File: src/hdl/hcbd_pkg.sv
`timescale 1ns / 1ps

package hcbd_pkg;

   // Counter width default and the fixed width of the limit register
   localparam int COUNT_BITS_DEFAULT = 32;
   localparam int CFG_BITS           = 32;

   localparam logic [CFG_BITS-1:0] MAX_BODY_RESET = 32'd1048576;

   localparam logic [7:0] CHAR_CR = 8'h0D;
   localparam logic [7:0] CHAR_LF = 8'h0A;

   typedef enum logic [1:0] {
      KIND_DATA      = 2'd0,
      KIND_COMPLETE  = 2'd1,
      KIND_TOO_LARGE = 2'd2,
      KIND_MALFORMED = 2'd3
   } kind_type;

   typedef struct packed {
      logic       valid;
      logic [3:0] value;
   } hex_digit_type;

   // Decode one ASCII hex character; valid is low for anything else
   function automatic hex_digit_type hex_decode(input logic [7:0] c);
      hex_digit_type d;
      d.valid = 1'b1;
      d.value = 4'd0;
      if (c >= 8'h30 && c <= 8'h39) begin
         d.value = 4'(c - 8'h30);
      end else if (c >= 8'h61 && c <= 8'h66) begin
         d.value = 4'(c - 8'h57);
      end else if (c >= 8'h41 && c <= 8'h46) begin
         d.value = 4'(c - 8'h37);
      end else begin
         d.valid = 1'b0;
      end
      return d;
   endfunction

endpackage

File: src/hdl/hcbd_req_if.sv
`timescale 1ns / 1ps

interface hcbd_req_if;
   logic       valid;
   logic       ready;
   logic [7:0] in_byte;
   logic       start_of_body;

   modport source (output valid, output in_byte, output start_of_body, input ready);
   modport sink   (input valid, input in_byte, input start_of_body, output ready);
endinterface

File: src/hdl/hcbd_rsp_if.sv
`timescale 1ns / 1ps

interface hcbd_rsp_if;
   logic              valid;
   logic              ready;
   logic [7:0]        out_byte;
   hcbd_pkg::kind_type kind;

   modport source (output valid, output out_byte, output kind, input ready);
   modport sink   (input valid, input out_byte, input kind, output ready);
endinterface

File: src/hdl/http_chunked_body_decoder.sv
`timescale 1ns / 1ps

// HTTP/1.1 chunked body decoder. Raw body bytes enter on req_if, one beat per
// byte; start_of_body on a beat clears all decoder state before that byte is
// handled. Each hex size line ended by CR LF either starts a chunk whose bytes
// leave on rsp_if as payload beats (kind DATA), or ends the body with a single
// status beat: COMPLETE for a zero size, TOO_LARGE when the chunk would push the
// body total past csr max_body_bytes, MALFORMED for a bad or overflowing size
// line. The CR LF after each chunk is dropped unchecked, and after a status
// beat every byte is ignored until the next start_of_body. The block takes one
// byte per clock: a byte sits in an input register, and the state update and the
// limit add/compare run on it and load the result register; rsp back-pressure is
// the only thing that slows it. Write csr only while the decoder is idle.
module http_chunked_body_decoder #(
   parameter int COUNT_BITS = hcbd_pkg::COUNT_BITS_DEFAULT
) (
   input  logic                           clock,
   input  logic                           reset,
   hcbd_req_if.sink                       req_if,
   hcbd_rsp_if.source                     rsp_if,
   input  logic                           csr_wr_en,
   input  logic [hcbd_pkg::CFG_BITS-1:0]  csr_wr_data
);
   import hcbd_pkg::*;

   localparam int SUM_BITS = ((COUNT_BITS > CFG_BITS) ? COUNT_BITS : CFG_BITS) + 1;

   typedef enum logic [2:0] {
      PH_SIZE_START  = 3'd0,
      PH_SIZE_DIGITS = 3'd1,
      PH_SIZE_BAD    = 3'd2,
      PH_DATA        = 3'd3,
      PH_SKIP2       = 3'd4,
      PH_SKIP1       = 3'd5,
      PH_DONE        = 3'd6
   } phase_type;

   // Registers
   logic                  in_valid_ff;
   logic [7:0]            in_byte_ff;
   logic                  in_start_ff;
   logic                  rsp_valid_ff, rsp_valid_in;
   logic [7:0]            rsp_byte_ff,  rsp_byte_in;
   kind_type              rsp_kind_ff,  rsp_kind_in;
   logic                  rsp_load;
   phase_type             phase_ff,     phase_in;
   logic [COUNT_BITS-1:0] acc_ff,       acc_in;
   logic                  cr_ff,        cr_in;
   logic [COUNT_BITS-1:0] chunk_ff,     chunk_in;
   logic [COUNT_BITS-1:0] delivered_ff, delivered_in;
   logic [CFG_BITS-1:0]   max_body_ff;

   // Handshake
   logic advance;
   assign advance      = in_valid_ff && (!rsp_valid_ff || rsp_if.ready);
   assign req_if.ready = !in_valid_ff || advance;

   // Current state after the optional body restart
   phase_type             ph_cur;
   logic [COUNT_BITS-1:0] acc_cur, chunk_cur, delivered_cur;
   logic                  cr_cur;
   hex_digit_type         digit;
   logic [SUM_BITS-1:0]   total;
   logic                  too_large;
   logic [COUNT_BITS-1:0] chunk_dec;
   phase_type             ph_size;

   always_comb begin
      ph_cur        = in_start_ff ? PH_SIZE_START : phase_ff;
      acc_cur       = in_start_ff ? '0 : acc_ff;
      cr_cur        = in_start_ff ? 1'b0 : cr_ff;
      chunk_cur     = in_start_ff ? '0 : chunk_ff;
      delivered_cur = in_start_ff ? '0 : delivered_ff;
      digit         = hex_decode(in_byte_ff);
      total         = SUM_BITS'(acc_cur) + SUM_BITS'(delivered_cur);
      too_large     = total > SUM_BITS'(max_body_ff);
      chunk_dec     = chunk_cur - COUNT_BITS'(1);
   end

   // Per-byte state update and result selection
   always_comb begin
      phase_in     = ph_cur;
      acc_in       = acc_cur;
      cr_in        = cr_cur;
      chunk_in     = chunk_cur;
      delivered_in = delivered_cur;
      rsp_load     = 1'b0;
      rsp_byte_in  = 8'd0;
      rsp_kind_in  = KIND_DATA;
      ph_size      = ph_cur;
      unique case (ph_cur)
         PH_SIZE_START, PH_SIZE_DIGITS, PH_SIZE_BAD: begin
            if (cr_cur && in_byte_ff == CHAR_LF) begin
               // Close the size line
               cr_in    = 1'b0;
               rsp_load = 1'b1;
               priority if (ph_cur != PH_SIZE_DIGITS) begin
                  phase_in    = PH_DONE;
                  rsp_kind_in = KIND_MALFORMED;
               end else if (too_large) begin
                  phase_in    = PH_DONE;
                  rsp_kind_in = KIND_TOO_LARGE;
               end else if (acc_cur == '0) begin
                  phase_in    = PH_DONE;
                  rsp_kind_in = KIND_COMPLETE;
               end else begin
                  rsp_load = 1'b0;
                  chunk_in = acc_cur;
                  acc_in   = '0;
                  phase_in = PH_DATA;
               end
            end else begin
               // A stray CR poisons the line; then handle this byte as size text
               if (cr_cur) begin
                  ph_size = PH_SIZE_BAD;
               end
               cr_in    = 1'b0;
               phase_in = ph_size;
               if (in_byte_ff == CHAR_CR) begin
                  cr_in = 1'b1;
               end else if (!digit.valid || ph_size == PH_SIZE_BAD ||
                            acc_cur[COUNT_BITS-1 -: 4] != 4'd0) begin
                  phase_in = PH_SIZE_BAD;
               end else begin
                  acc_in   = {acc_cur[COUNT_BITS-5:0], digit.value};
                  phase_in = PH_SIZE_DIGITS;
               end
            end
         end
         PH_DATA: begin
            // Forward payload, count down the chunk, saturate the body total
            chunk_in = chunk_dec;
            if (delivered_cur != '1) begin
               delivered_in = delivered_cur + COUNT_BITS'(1);
            end
            if (chunk_dec == '0) begin
               phase_in = PH_SKIP2;
            end
            rsp_load    = 1'b1;
            rsp_byte_in = in_byte_ff;
            rsp_kind_in = KIND_DATA;
         end
         PH_SKIP2: begin
            phase_in = PH_SKIP1;
         end
         PH_SKIP1: begin
            phase_in = PH_SIZE_START;
            acc_in   = '0;
            cr_in    = 1'b0;
         end
         default: begin
            phase_in = PH_DONE;
         end
      endcase
      rsp_valid_in = rsp_valid_ff && !rsp_if.ready;
      if (advance && rsp_load) begin
         rsp_valid_in = 1'b1;
      end
   end

   // State, input register and result register
   always_ff @(posedge clock) begin
      if (reset) begin
         in_valid_ff  <= 1'b0;
         rsp_valid_ff <= 1'b0;
         phase_ff     <= PH_SIZE_START;
         acc_ff       <= '0;
         cr_ff        <= 1'b0;
         chunk_ff     <= '0;
         delivered_ff <= '0;
         max_body_ff  <= MAX_BODY_RESET;
      end else begin
         if (csr_wr_en) begin
            max_body_ff <= csr_wr_data;
         end
         if (req_if.ready) begin
            in_valid_ff <= req_if.valid;
            in_byte_ff  <= req_if.in_byte;
            in_start_ff <= req_if.start_of_body;
         end
         if (advance) begin
            phase_ff     <= phase_in;
            acc_ff       <= acc_in;
            cr_ff        <= cr_in;
            chunk_ff     <= chunk_in;
            delivered_ff <= delivered_in;
            if (rsp_load) begin
               rsp_byte_ff <= rsp_byte_in;
               rsp_kind_ff <= rsp_kind_in;
            end
         end
         rsp_valid_ff <= rsp_valid_in;
      end
   end

   assign rsp_if.valid    = rsp_valid_ff;
   assign rsp_if.out_byte = rsp_byte_ff;
   assign rsp_if.kind     = rsp_kind_ff;

   // Checks
   a_done_silent: assert property (@(posedge clock) disable iff (reset)
      advance && phase_ff == PH_DONE && !in_start_ff |-> !rsp_load)
      else $error("decoder produced a beat after the body ended");

   a_status_ends_body: assert property (@(posedge clock) disable iff (reset)
      advance && rsp_load && rsp_kind_in != KIND_DATA |=> phase_ff == PH_DONE)
      else $error("status beat did not end the body");

   a_data_has_bytes: assert property (@(posedge clock) disable iff (reset)
      phase_ff == PH_DATA |-> chunk_ff != '0)
      else $error("payload phase with an empty chunk");

   a_status_zero_byte: assert property (@(posedge clock) disable iff (reset)
      rsp_valid_ff && rsp_kind_ff != KIND_DATA |-> rsp_byte_ff == 8'd0)
      else $error("status beat carries a nonzero byte");

endmodule
File: src/flat_wrapper.sv
// flat-port wrapper written by rule: the top's interface ports become plain ports
module http_chunked_body_decoder_flat import hcbd_pkg::*;
#(
   parameter int COUNT_BITS = hcbd_pkg::COUNT_BITS_DEFAULT
)
  (clock, reset, csr_wr_en, csr_wr_data, req_if_valid, req_if_in_byte, req_if_start_of_body, req_if_ready, rsp_if_valid, rsp_if_out_byte, rsp_if_kind, rsp_if_ready);
  hcbd_req_if req_if_i ();
  hcbd_rsp_if rsp_if_i ();
  input  logic clock;
  input  logic reset;
  input  logic csr_wr_en;
  input  logic [hcbd_pkg::CFG_BITS-1:0] csr_wr_data;
  input wire logic [$bits(req_if_i.valid)-1:0] req_if_valid;
  input wire logic [$bits(req_if_i.in_byte)-1:0] req_if_in_byte;
  input wire logic [$bits(req_if_i.start_of_body)-1:0] req_if_start_of_body;
  output wire logic [$bits(req_if_i.ready)-1:0] req_if_ready;
  output wire logic [$bits(rsp_if_i.valid)-1:0] rsp_if_valid;
  output wire logic [$bits(rsp_if_i.out_byte)-1:0] rsp_if_out_byte;
  output wire logic [$bits(rsp_if_i.kind)-1:0] rsp_if_kind;
  input wire logic [$bits(rsp_if_i.ready)-1:0] rsp_if_ready;
  assign req_if_i.valid = req_if_valid;
  assign req_if_i.in_byte = req_if_in_byte;
  assign req_if_i.start_of_body = req_if_start_of_body;
  assign req_if_ready = req_if_i.ready;
  assign rsp_if_valid = rsp_if_i.valid;
  assign rsp_if_out_byte = rsp_if_i.out_byte;
  assign rsp_if_kind = rsp_if_i.kind;
  assign rsp_if_i.ready = rsp_if_ready;
  http_chunked_body_decoder #(.COUNT_BITS(COUNT_BITS)) u_core (.clock(clock), .reset(reset), .req_if(req_if_i), .rsp_if(rsp_if_i), .csr_wr_en(csr_wr_en), .csr_wr_data(csr_wr_data));
endmodule
File: config.mk
export PLATFORM = sky130hd
export DESIGN_NAME = http_chunked_body_decoder_flat
export DESIGN_NICKNAME = d
export VERILOG_FILES = /design/src/hdl/hcbd_pkg.sv /design/src/hdl/hcbd_req_if.sv /design/src/hdl/hcbd_rsp_if.sv /design/src/hdl/http_chunked_body_decoder.sv /design/src/flat_wrapper.sv
export SDC_FILE = /design/constraint.sdc
export NUM_CORES = 1
export LEC_CHECK = 0
export BUFFER_PORTS_ARGS = -buffer_cell sky130_fd_sc_hd__buf_2
export CORE_MARGIN = 5
export CORE_UTILIZATION = 29
export CTS_BUF_LIST = sky130_fd_sc_hd__clkbuf_4 sky130_fd_sc_hd__clkbuf_8 sky130_fd_sc_hd__clkbuf_16
export DETAILED_ROUTE_END_ITERATION = 7
export PLACE_DENSITY = 0.4
export REMOVE_ABC_BUFFERS = 1
export SYNTH_ARGS = -nofsm -noshare
export SYNTH_HDL_FRONTEND = slang
export SYNTH_SLANG_ARGS = --single-unit
File: constraint.sdc
create_clock -name clock -period 8.8 [get_ports clock]
set_clock_uncertainty 0.15 [all_clocks]
set_input_delay 1.76 -clock clock [delete_from_list [all_inputs] [get_ports clock]]
set_output_delay 1.76 -clock clock [all_outputs]
set_load 0.05 [all_outputs]
Word level (Yosys, flattened, before mapping)

Index checks and enable logic that the tools add are counted.

Add/subtract/negate cells: 6
Multiply operators: 0
Divide/modulo/power cells: 0
$lt $le $gt $ge: 7
Equality and inequality tests: 10
Shift operators: 0
Multiplexer cells: 48
Bitwise operators: 1
Reductions and logical operators: 23

Operator list:

| cell                                                                              | count |
|---|---|
| 32-bit two-way mux                                                                | 15 |
| 32-bit one-hot mux with 2 select lines                                            | 2 |
| 32-bit zero test                                                                  | 2 |
| 32-bit by 32-bit adder with 33-bit output                                         | 1 |
| 33-bit by 32-bit greater-than comparator with 1-bit output                        | 1 |
| 32-bit by 1-bit adder with 32-bit output (second input constant)                  | 1 |
| 32-bit inequality test (second input constant)                                    | 1 |
| 32-bit by 1-bit subtractor with 32-bit output (second input constant)             | 1 |
| 3-bit two-way mux                                                                 | 10 |
| 8-bit by 4-bit equality test with 1-bit output (second input constant)            | 2 |
| 8-bit by 7-bit >= comparator with 1-bit output (second input constant)            | 2 |
| 8-bit by 7-bit less-or-equal comparator with 1-bit output (second input constant) | 2 |
| 1-bit two-way mux                                                                 | 12 |
| 4-bit two-way mux                                                                 | 3 |
| 3-bit one-hot mux with 4 select lines                                             | 1 |
| 3-bit by 2-bit equality test with 1-bit output (second input constant)            | 3 |
| 8-bit by 6-bit >= comparator with 1-bit output (second input constant)            | 1 |
| 8-bit by 6-bit less-or-equal comparator with 1-bit output (second input constant) | 1 |
| 4-bit by 3-bit subtractor with 4-bit output (second input constant)               | 2 |
| 1-bit logical AND                                                                 | 7 |
| 3-bit equality test (second input constant)                                       | 2 |
| 2-bit two-way mux                                                                 | 3 |
| 1-bit zero test                                                                   | 4 |
| 1-bit logical OR                                                                  | 4 |
| 10 further kinds                                                                  | 12 |

Register bits: 153
Latch bits: 0
Memory bits (writable): 0
Bits in read-only memories: 0
Input bits: 46
Memories: 0

Depth between registers and ports, before layout

Depth in word-level cells: 12
Gate-level depth with buffers: 33

Worst setup path before layout

Ideal clock, no wire load.

Path kind: register -> register
From: register u_core.in_start_ff
To: register u_core.chunk_ff[19]
Library setup time: 0.070 ns
Arrival time: 7.290 ns
Required time: 8.580 ns
Slack: 1.290 ns
Cell stages (with the launch flop): 34
Path buffers: 8
Clock period less this slack: 7.510 ns
Cells stage by stage: edfxtp_1 -> clkbuf_1 -> clkbuf_1 -> buf_2 -> clkbuf_1 -> clkbuf_1 -> clkbuf_1 -> nor2b_1 -> ha_1 -> inv_1 -> fa_1 -> inv_1 -> maj3_1 -> a31oi_1 -> o31ai_1 -> a31o_2 -> nand2_1 -> o21ai_0 -> a31o_2 -> a2111oi_0 -> nor3_1 -> ha_1 -> a21o_1 -> a21o_1 -> a2111oi_0 -> o221ai_1 -> a211oi_1 -> o2111ai_1 -> nor2_1 -> clkbuf_1 -> buf_2 -> mux2i_1 -> nand2_1 -> a21oi_1

Word-level cells in the longest chain between the ends: 7
Elaborated cells between the ends (all ways): 21
Those cells by class: 2 x add/sub; 1 x order compare; 4 x eq/ne; 10 x mux; 4 x reduce/logical

RTL lines:

| element                                                                                          | line                                                              | RTL |
|---|---|---|
| from (decl)                                                                                      | http_chunked_body_decoder.sv:41                                   | `logic in_start_ff;` |
| from (signal assigned)                                                                           | http_chunked_body_decoder.sv:179                                  | `in_start_ff <= req_if.start_of_body;` |
| 32-bit two-way mux (on tied branches)                                                            | http_chunked_body_decoder.sv:70, http_chunked_body_decoder.sv:73  |  |
| 32-bit by 32-bit adder with 33-bit output or 32-bit zero test (tied branches)                    | http_chunked_body_decoder.sv:75, http_chunked_body_decoder.sv:103 |  |
| 33-bit by 32-bit greater-than comparator with 1-bit output or 32-bit two-way mux (tied branches) | http_chunked_body_decoder.sv:76, http_chunked_body_decoder.sv:103 |  |
| 32-bit two-way mux                                                                               | http_chunked_body_decoder.sv:100                                  | `end else if (too_large) begin` |
| 32-bit two-way mux                                                                               | http_chunked_body_decoder.sv:97                                   | `priority if (ph_cur != PH_SIZE_DIGITS) begin` |
| 32-bit two-way mux                                                                               | http_chunked_body_decoder.sv:93                                   | `if (cr_cur && in_byte_ff == CHAR_LF) begin` |
| 32-bit one-hot mux with 2 select lines (*)                                                       | http_chunked_body_decoder.sv:91                                   | `unique case (ph_cur)` |
| to (signal assigned)                                                                             | http_chunked_body_decoder.sv:185                                  | `chunk_ff <= chunk_in;` |
| to (decl)                                                                                        | http_chunked_body_decoder.sv:49                                   | `logic [COUNT_BITS-1:0] chunk_ff, chunk_in;` |

Mark *: on every way between the ends. The rest lies on a longest branch, timed or not.
A chain may end at the register's enable or synchronous reset.

Worst setup path after layout

From: register u_core.in_start_ff
To: register u_core.chunk_ff[9]

Same word-level chain as after synthesis.

==> out/metrics.cfg <==
[final_layout]
num-fill-cells=3953
nets=1481
area_delta_synth_final_pct=12.3
final_core_util_pct=32.7
final_cell_count_no_fill=1850
n_antenna_cell=0
drive_gt1_share_pct=9.91

[logic_synthesis]
async_reset_ff_share_pct=0
synthCells=1352
synth_fa_ha_area_share_pct=8.27
synth_xor_area_share_pct=6.62
synth_compound_area_share_pct=20.3
synth.area.top_cells=dfxtp_1 (25%), ha_1 (7.7%), nor2_1 (5.8%)
syn-cell-area_um2=10600
yosysSeqAreaShare_pct=30.8
yosysTopAreaCellShare_pct=25.4
yosys.area_share.simple_pct=24.6
synth_area_per_cell_um2=7.82
ys_ff_latch=153
synthDistinctLibCells=77
yosysWarnings=0
synthFlopType=dfxtp_1
synth-edff-count=19
synthTopCellsByCount=nor2_1 (164), nand2_1 (144), dfxtp_1 (134), a21oi_1 (84), inv_1 (74)
yosysMostFrequentCell=nor2_1
yosysTopAreaCell=dfxtp_1
synth_top_family_by_area=simple AND/OR/NAND/NOR gates
synthMuxAreaShare_pct=3.93

[run]
cap_viol_max_count=0

[clock_tree]
cts_tree=yes
cts_buffers=17
ctsHoldBuffers=0
clock_sinks=153
ctsRootBufferMaster=clkbuf_16
insertion_delay_ns=0.44
htreeDepth=4
cts_setup_buffers=0
ctsLongestPathBuffers=2
cts-resized-gates=0
path_clk_slew_ns=0.06

[drt]
remaining_drc_errors=0
wire_per_inst_um=20.2
dr.pass1.iters=7
postRouteAntennaNets=0
wirelength_um=37400
via_per_inst=5.29
num_vias=9778
dr.first_iter.drc_count=669

[die]
die_y_um=201
num_rows=70
dieArea_um2=40400
core_um2=36300
initial_utilization_pct=29.1
die_w_um=201
ios=58

[critical_path]
path_delay_family=compound AO/OA/AOI/OAI gates
crit_top_cell=inv_1
startpoint=u_core.in_start_ff$_DFFE_PP_
critical_path_buf_inv_count=5
crit_required_ns=8.97
worstReg2RegStart=u_core.in_start_ff$_DFFE_PP_
end_kind=register
critPathSlowestCell=edfxtp_1
critical-path-max-stage-delay_ns=0.62
crit_fanout=22
path_class=register to register
start_kind=register
cp.arrival_ns=7.50

[pwr]
p_comb_share_pct=10.3
pwr-share-seq_pct=44.4
p_sw_mw=0.428
leakage_nw=4.93
power_density_nw_per_um2=140
switching_share_pct=25.8
clkPwrFrac_pct=45.3
peakVddDrop_mv=0.133
power.internal_mw=1.23

[grt]
grt_max_degree=56
grt_usage_pct=18.2
grt_pass1_wl_um=57800
antenna_found_initial=0
grt_pass1_vias=9384
grt_overflow=0

[timing]
fin_setup_tns_ns=0
drv_slew=0
worst_pin_slew_ns=1.22
layout_setup_ws_ns=1.47
max_freq_ghz=0.136
fin_crit_sh_pct=83.3
hold_violations=0
finalSetupViolations=0
rsz0062_at_grt=no
min_period_ns=7.33
slew_headroom_pct=18.7

[place]
place.gp.congestion=0.843
io_buffers=57
pre_cts_slack_ns=1.63
dp_cells=1818
place_hpwl_um=28400

[worst_hold_path]
min_from=u_core.acc_ff[18]$_SDFFE_PP0P_
hold_class=register to register

[status]
status=finished, final reports clean

## cell usage in the layout, fill, tap and decap left out, types with 18 or more instances in the layout
cell type,count
a21o_1,32
a21oi_1,83
a22o_1,21
and3_1,18
buf_2,56
buf_4,19
dfxtp_1,134
edfxtp_1,19
ha_1,65
inv_1,74
mux2i_1,37
nand2_1,144
nand3_1,29
nand4_1,19
nor2_1,163
nor2b_1,49
nor3_1,31
nor4_1,23
o21ai_0,71
xnor2_1,50
xor2_1,28
## layer usage
| metal | part of all wire, % | wire, um | vias to the layer above | GRT usage, % |
|---|---|---|---|---|
| met4 | 2.4 | 884 | 0 | 5.88 |
| met3 | 4.3 | 1630 | 43 | 2.57 |
| met5 | 0 | 0 | - | 0 |
| li1 | - | - | 4834 | - |
| met1 | 49 | 18300 | 4668 | 26.1 |
| met2 | 44 | 16600 | 233 | 28.3 |
## state kept, by name, summed over array words and instances (netlist names)
register                cells
u_core.acc_ff              32
u_core.in_valid_ff          1
u_core.rsp_if.kind          2
u_core.delivered_ff        32
u_core.rsp_if.valid         1
u_core.phase_ff             3
u_core.chunk_ff            32
u_core.max_body_ff         32
u_core.cr_ff                1
u_core.in_start_ff          1
u_core.in_byte_ff           8
u_core.rsp_if.out_byte      8
## cell families (layout without fill, tap and decap cells)
family                   after synthesis  after routing
AND/OR/NAND/NOR                      533            533
AO/OA/AOI/OAI                        325            325
flip-flops                           153            153
buffers and inverters                151            181
XOR/XNOR                              79             79
adder cells (fa/ha/maj)               70             70
multiplexers                          41             41
## power by group through the flow
stage          Combinational (mW)  Clock, mW  Sequential (mW)
6_report                    0.170      0.750            0.736
4_1_cts                     0.171      0.774            0.736
3_5_place_dp                0.170          0            0.751
2_1_floorplan              0.0977          0            0.751
3_3_place_gp                0.171          0            0.751
5_1_grt                     0.189      0.799            0.738
## path summary, 6_finish.rpt
| check | slack, ns | end | cells after the start |
|---|---|---|---|
| worst min-delay path | 0.31 | u_core.acc_ff[18]$_SDFFE_PP0P_ | 1 |
| worst max-delay path | 1.47 | u_core.chunk_ff[9]$_SDFFE_PP0P_ | 28 |
| worst min register to register | 0.31 | u_core.acc_ff[18]$_SDFFE_PP0P_ | 1 |
| worst max register to register | 1.47 | u_core.chunk_ff[9]$_SDFFE_PP0P_ | 28 |
## cell type report
class	instances	area (um^2)	area share, %
Clock inverter	8	96.3	0.812
Sequential cell	153	3250	27.4
Multi-Input combinational cell	1048	6740	56.8
Clock buffer	24	490	4.13
Inverter	74	278	2.34
Timing Repair Buffer	75	423	3.57
Tap cell	468	586	4.94
## metrics by stage
step,hold slack [ns],power [mW],area (um^2)
final,0.311,1.66,11900
after global routing,0.341,1.73,11900
after CTS,0.319,1.68,11900
after detailed placement,0.300,0.921,11300
after global placement,0.284,0.922,11300
after floorplan,0.269,0.849,10300
Power figures use the tool's default switching activity.
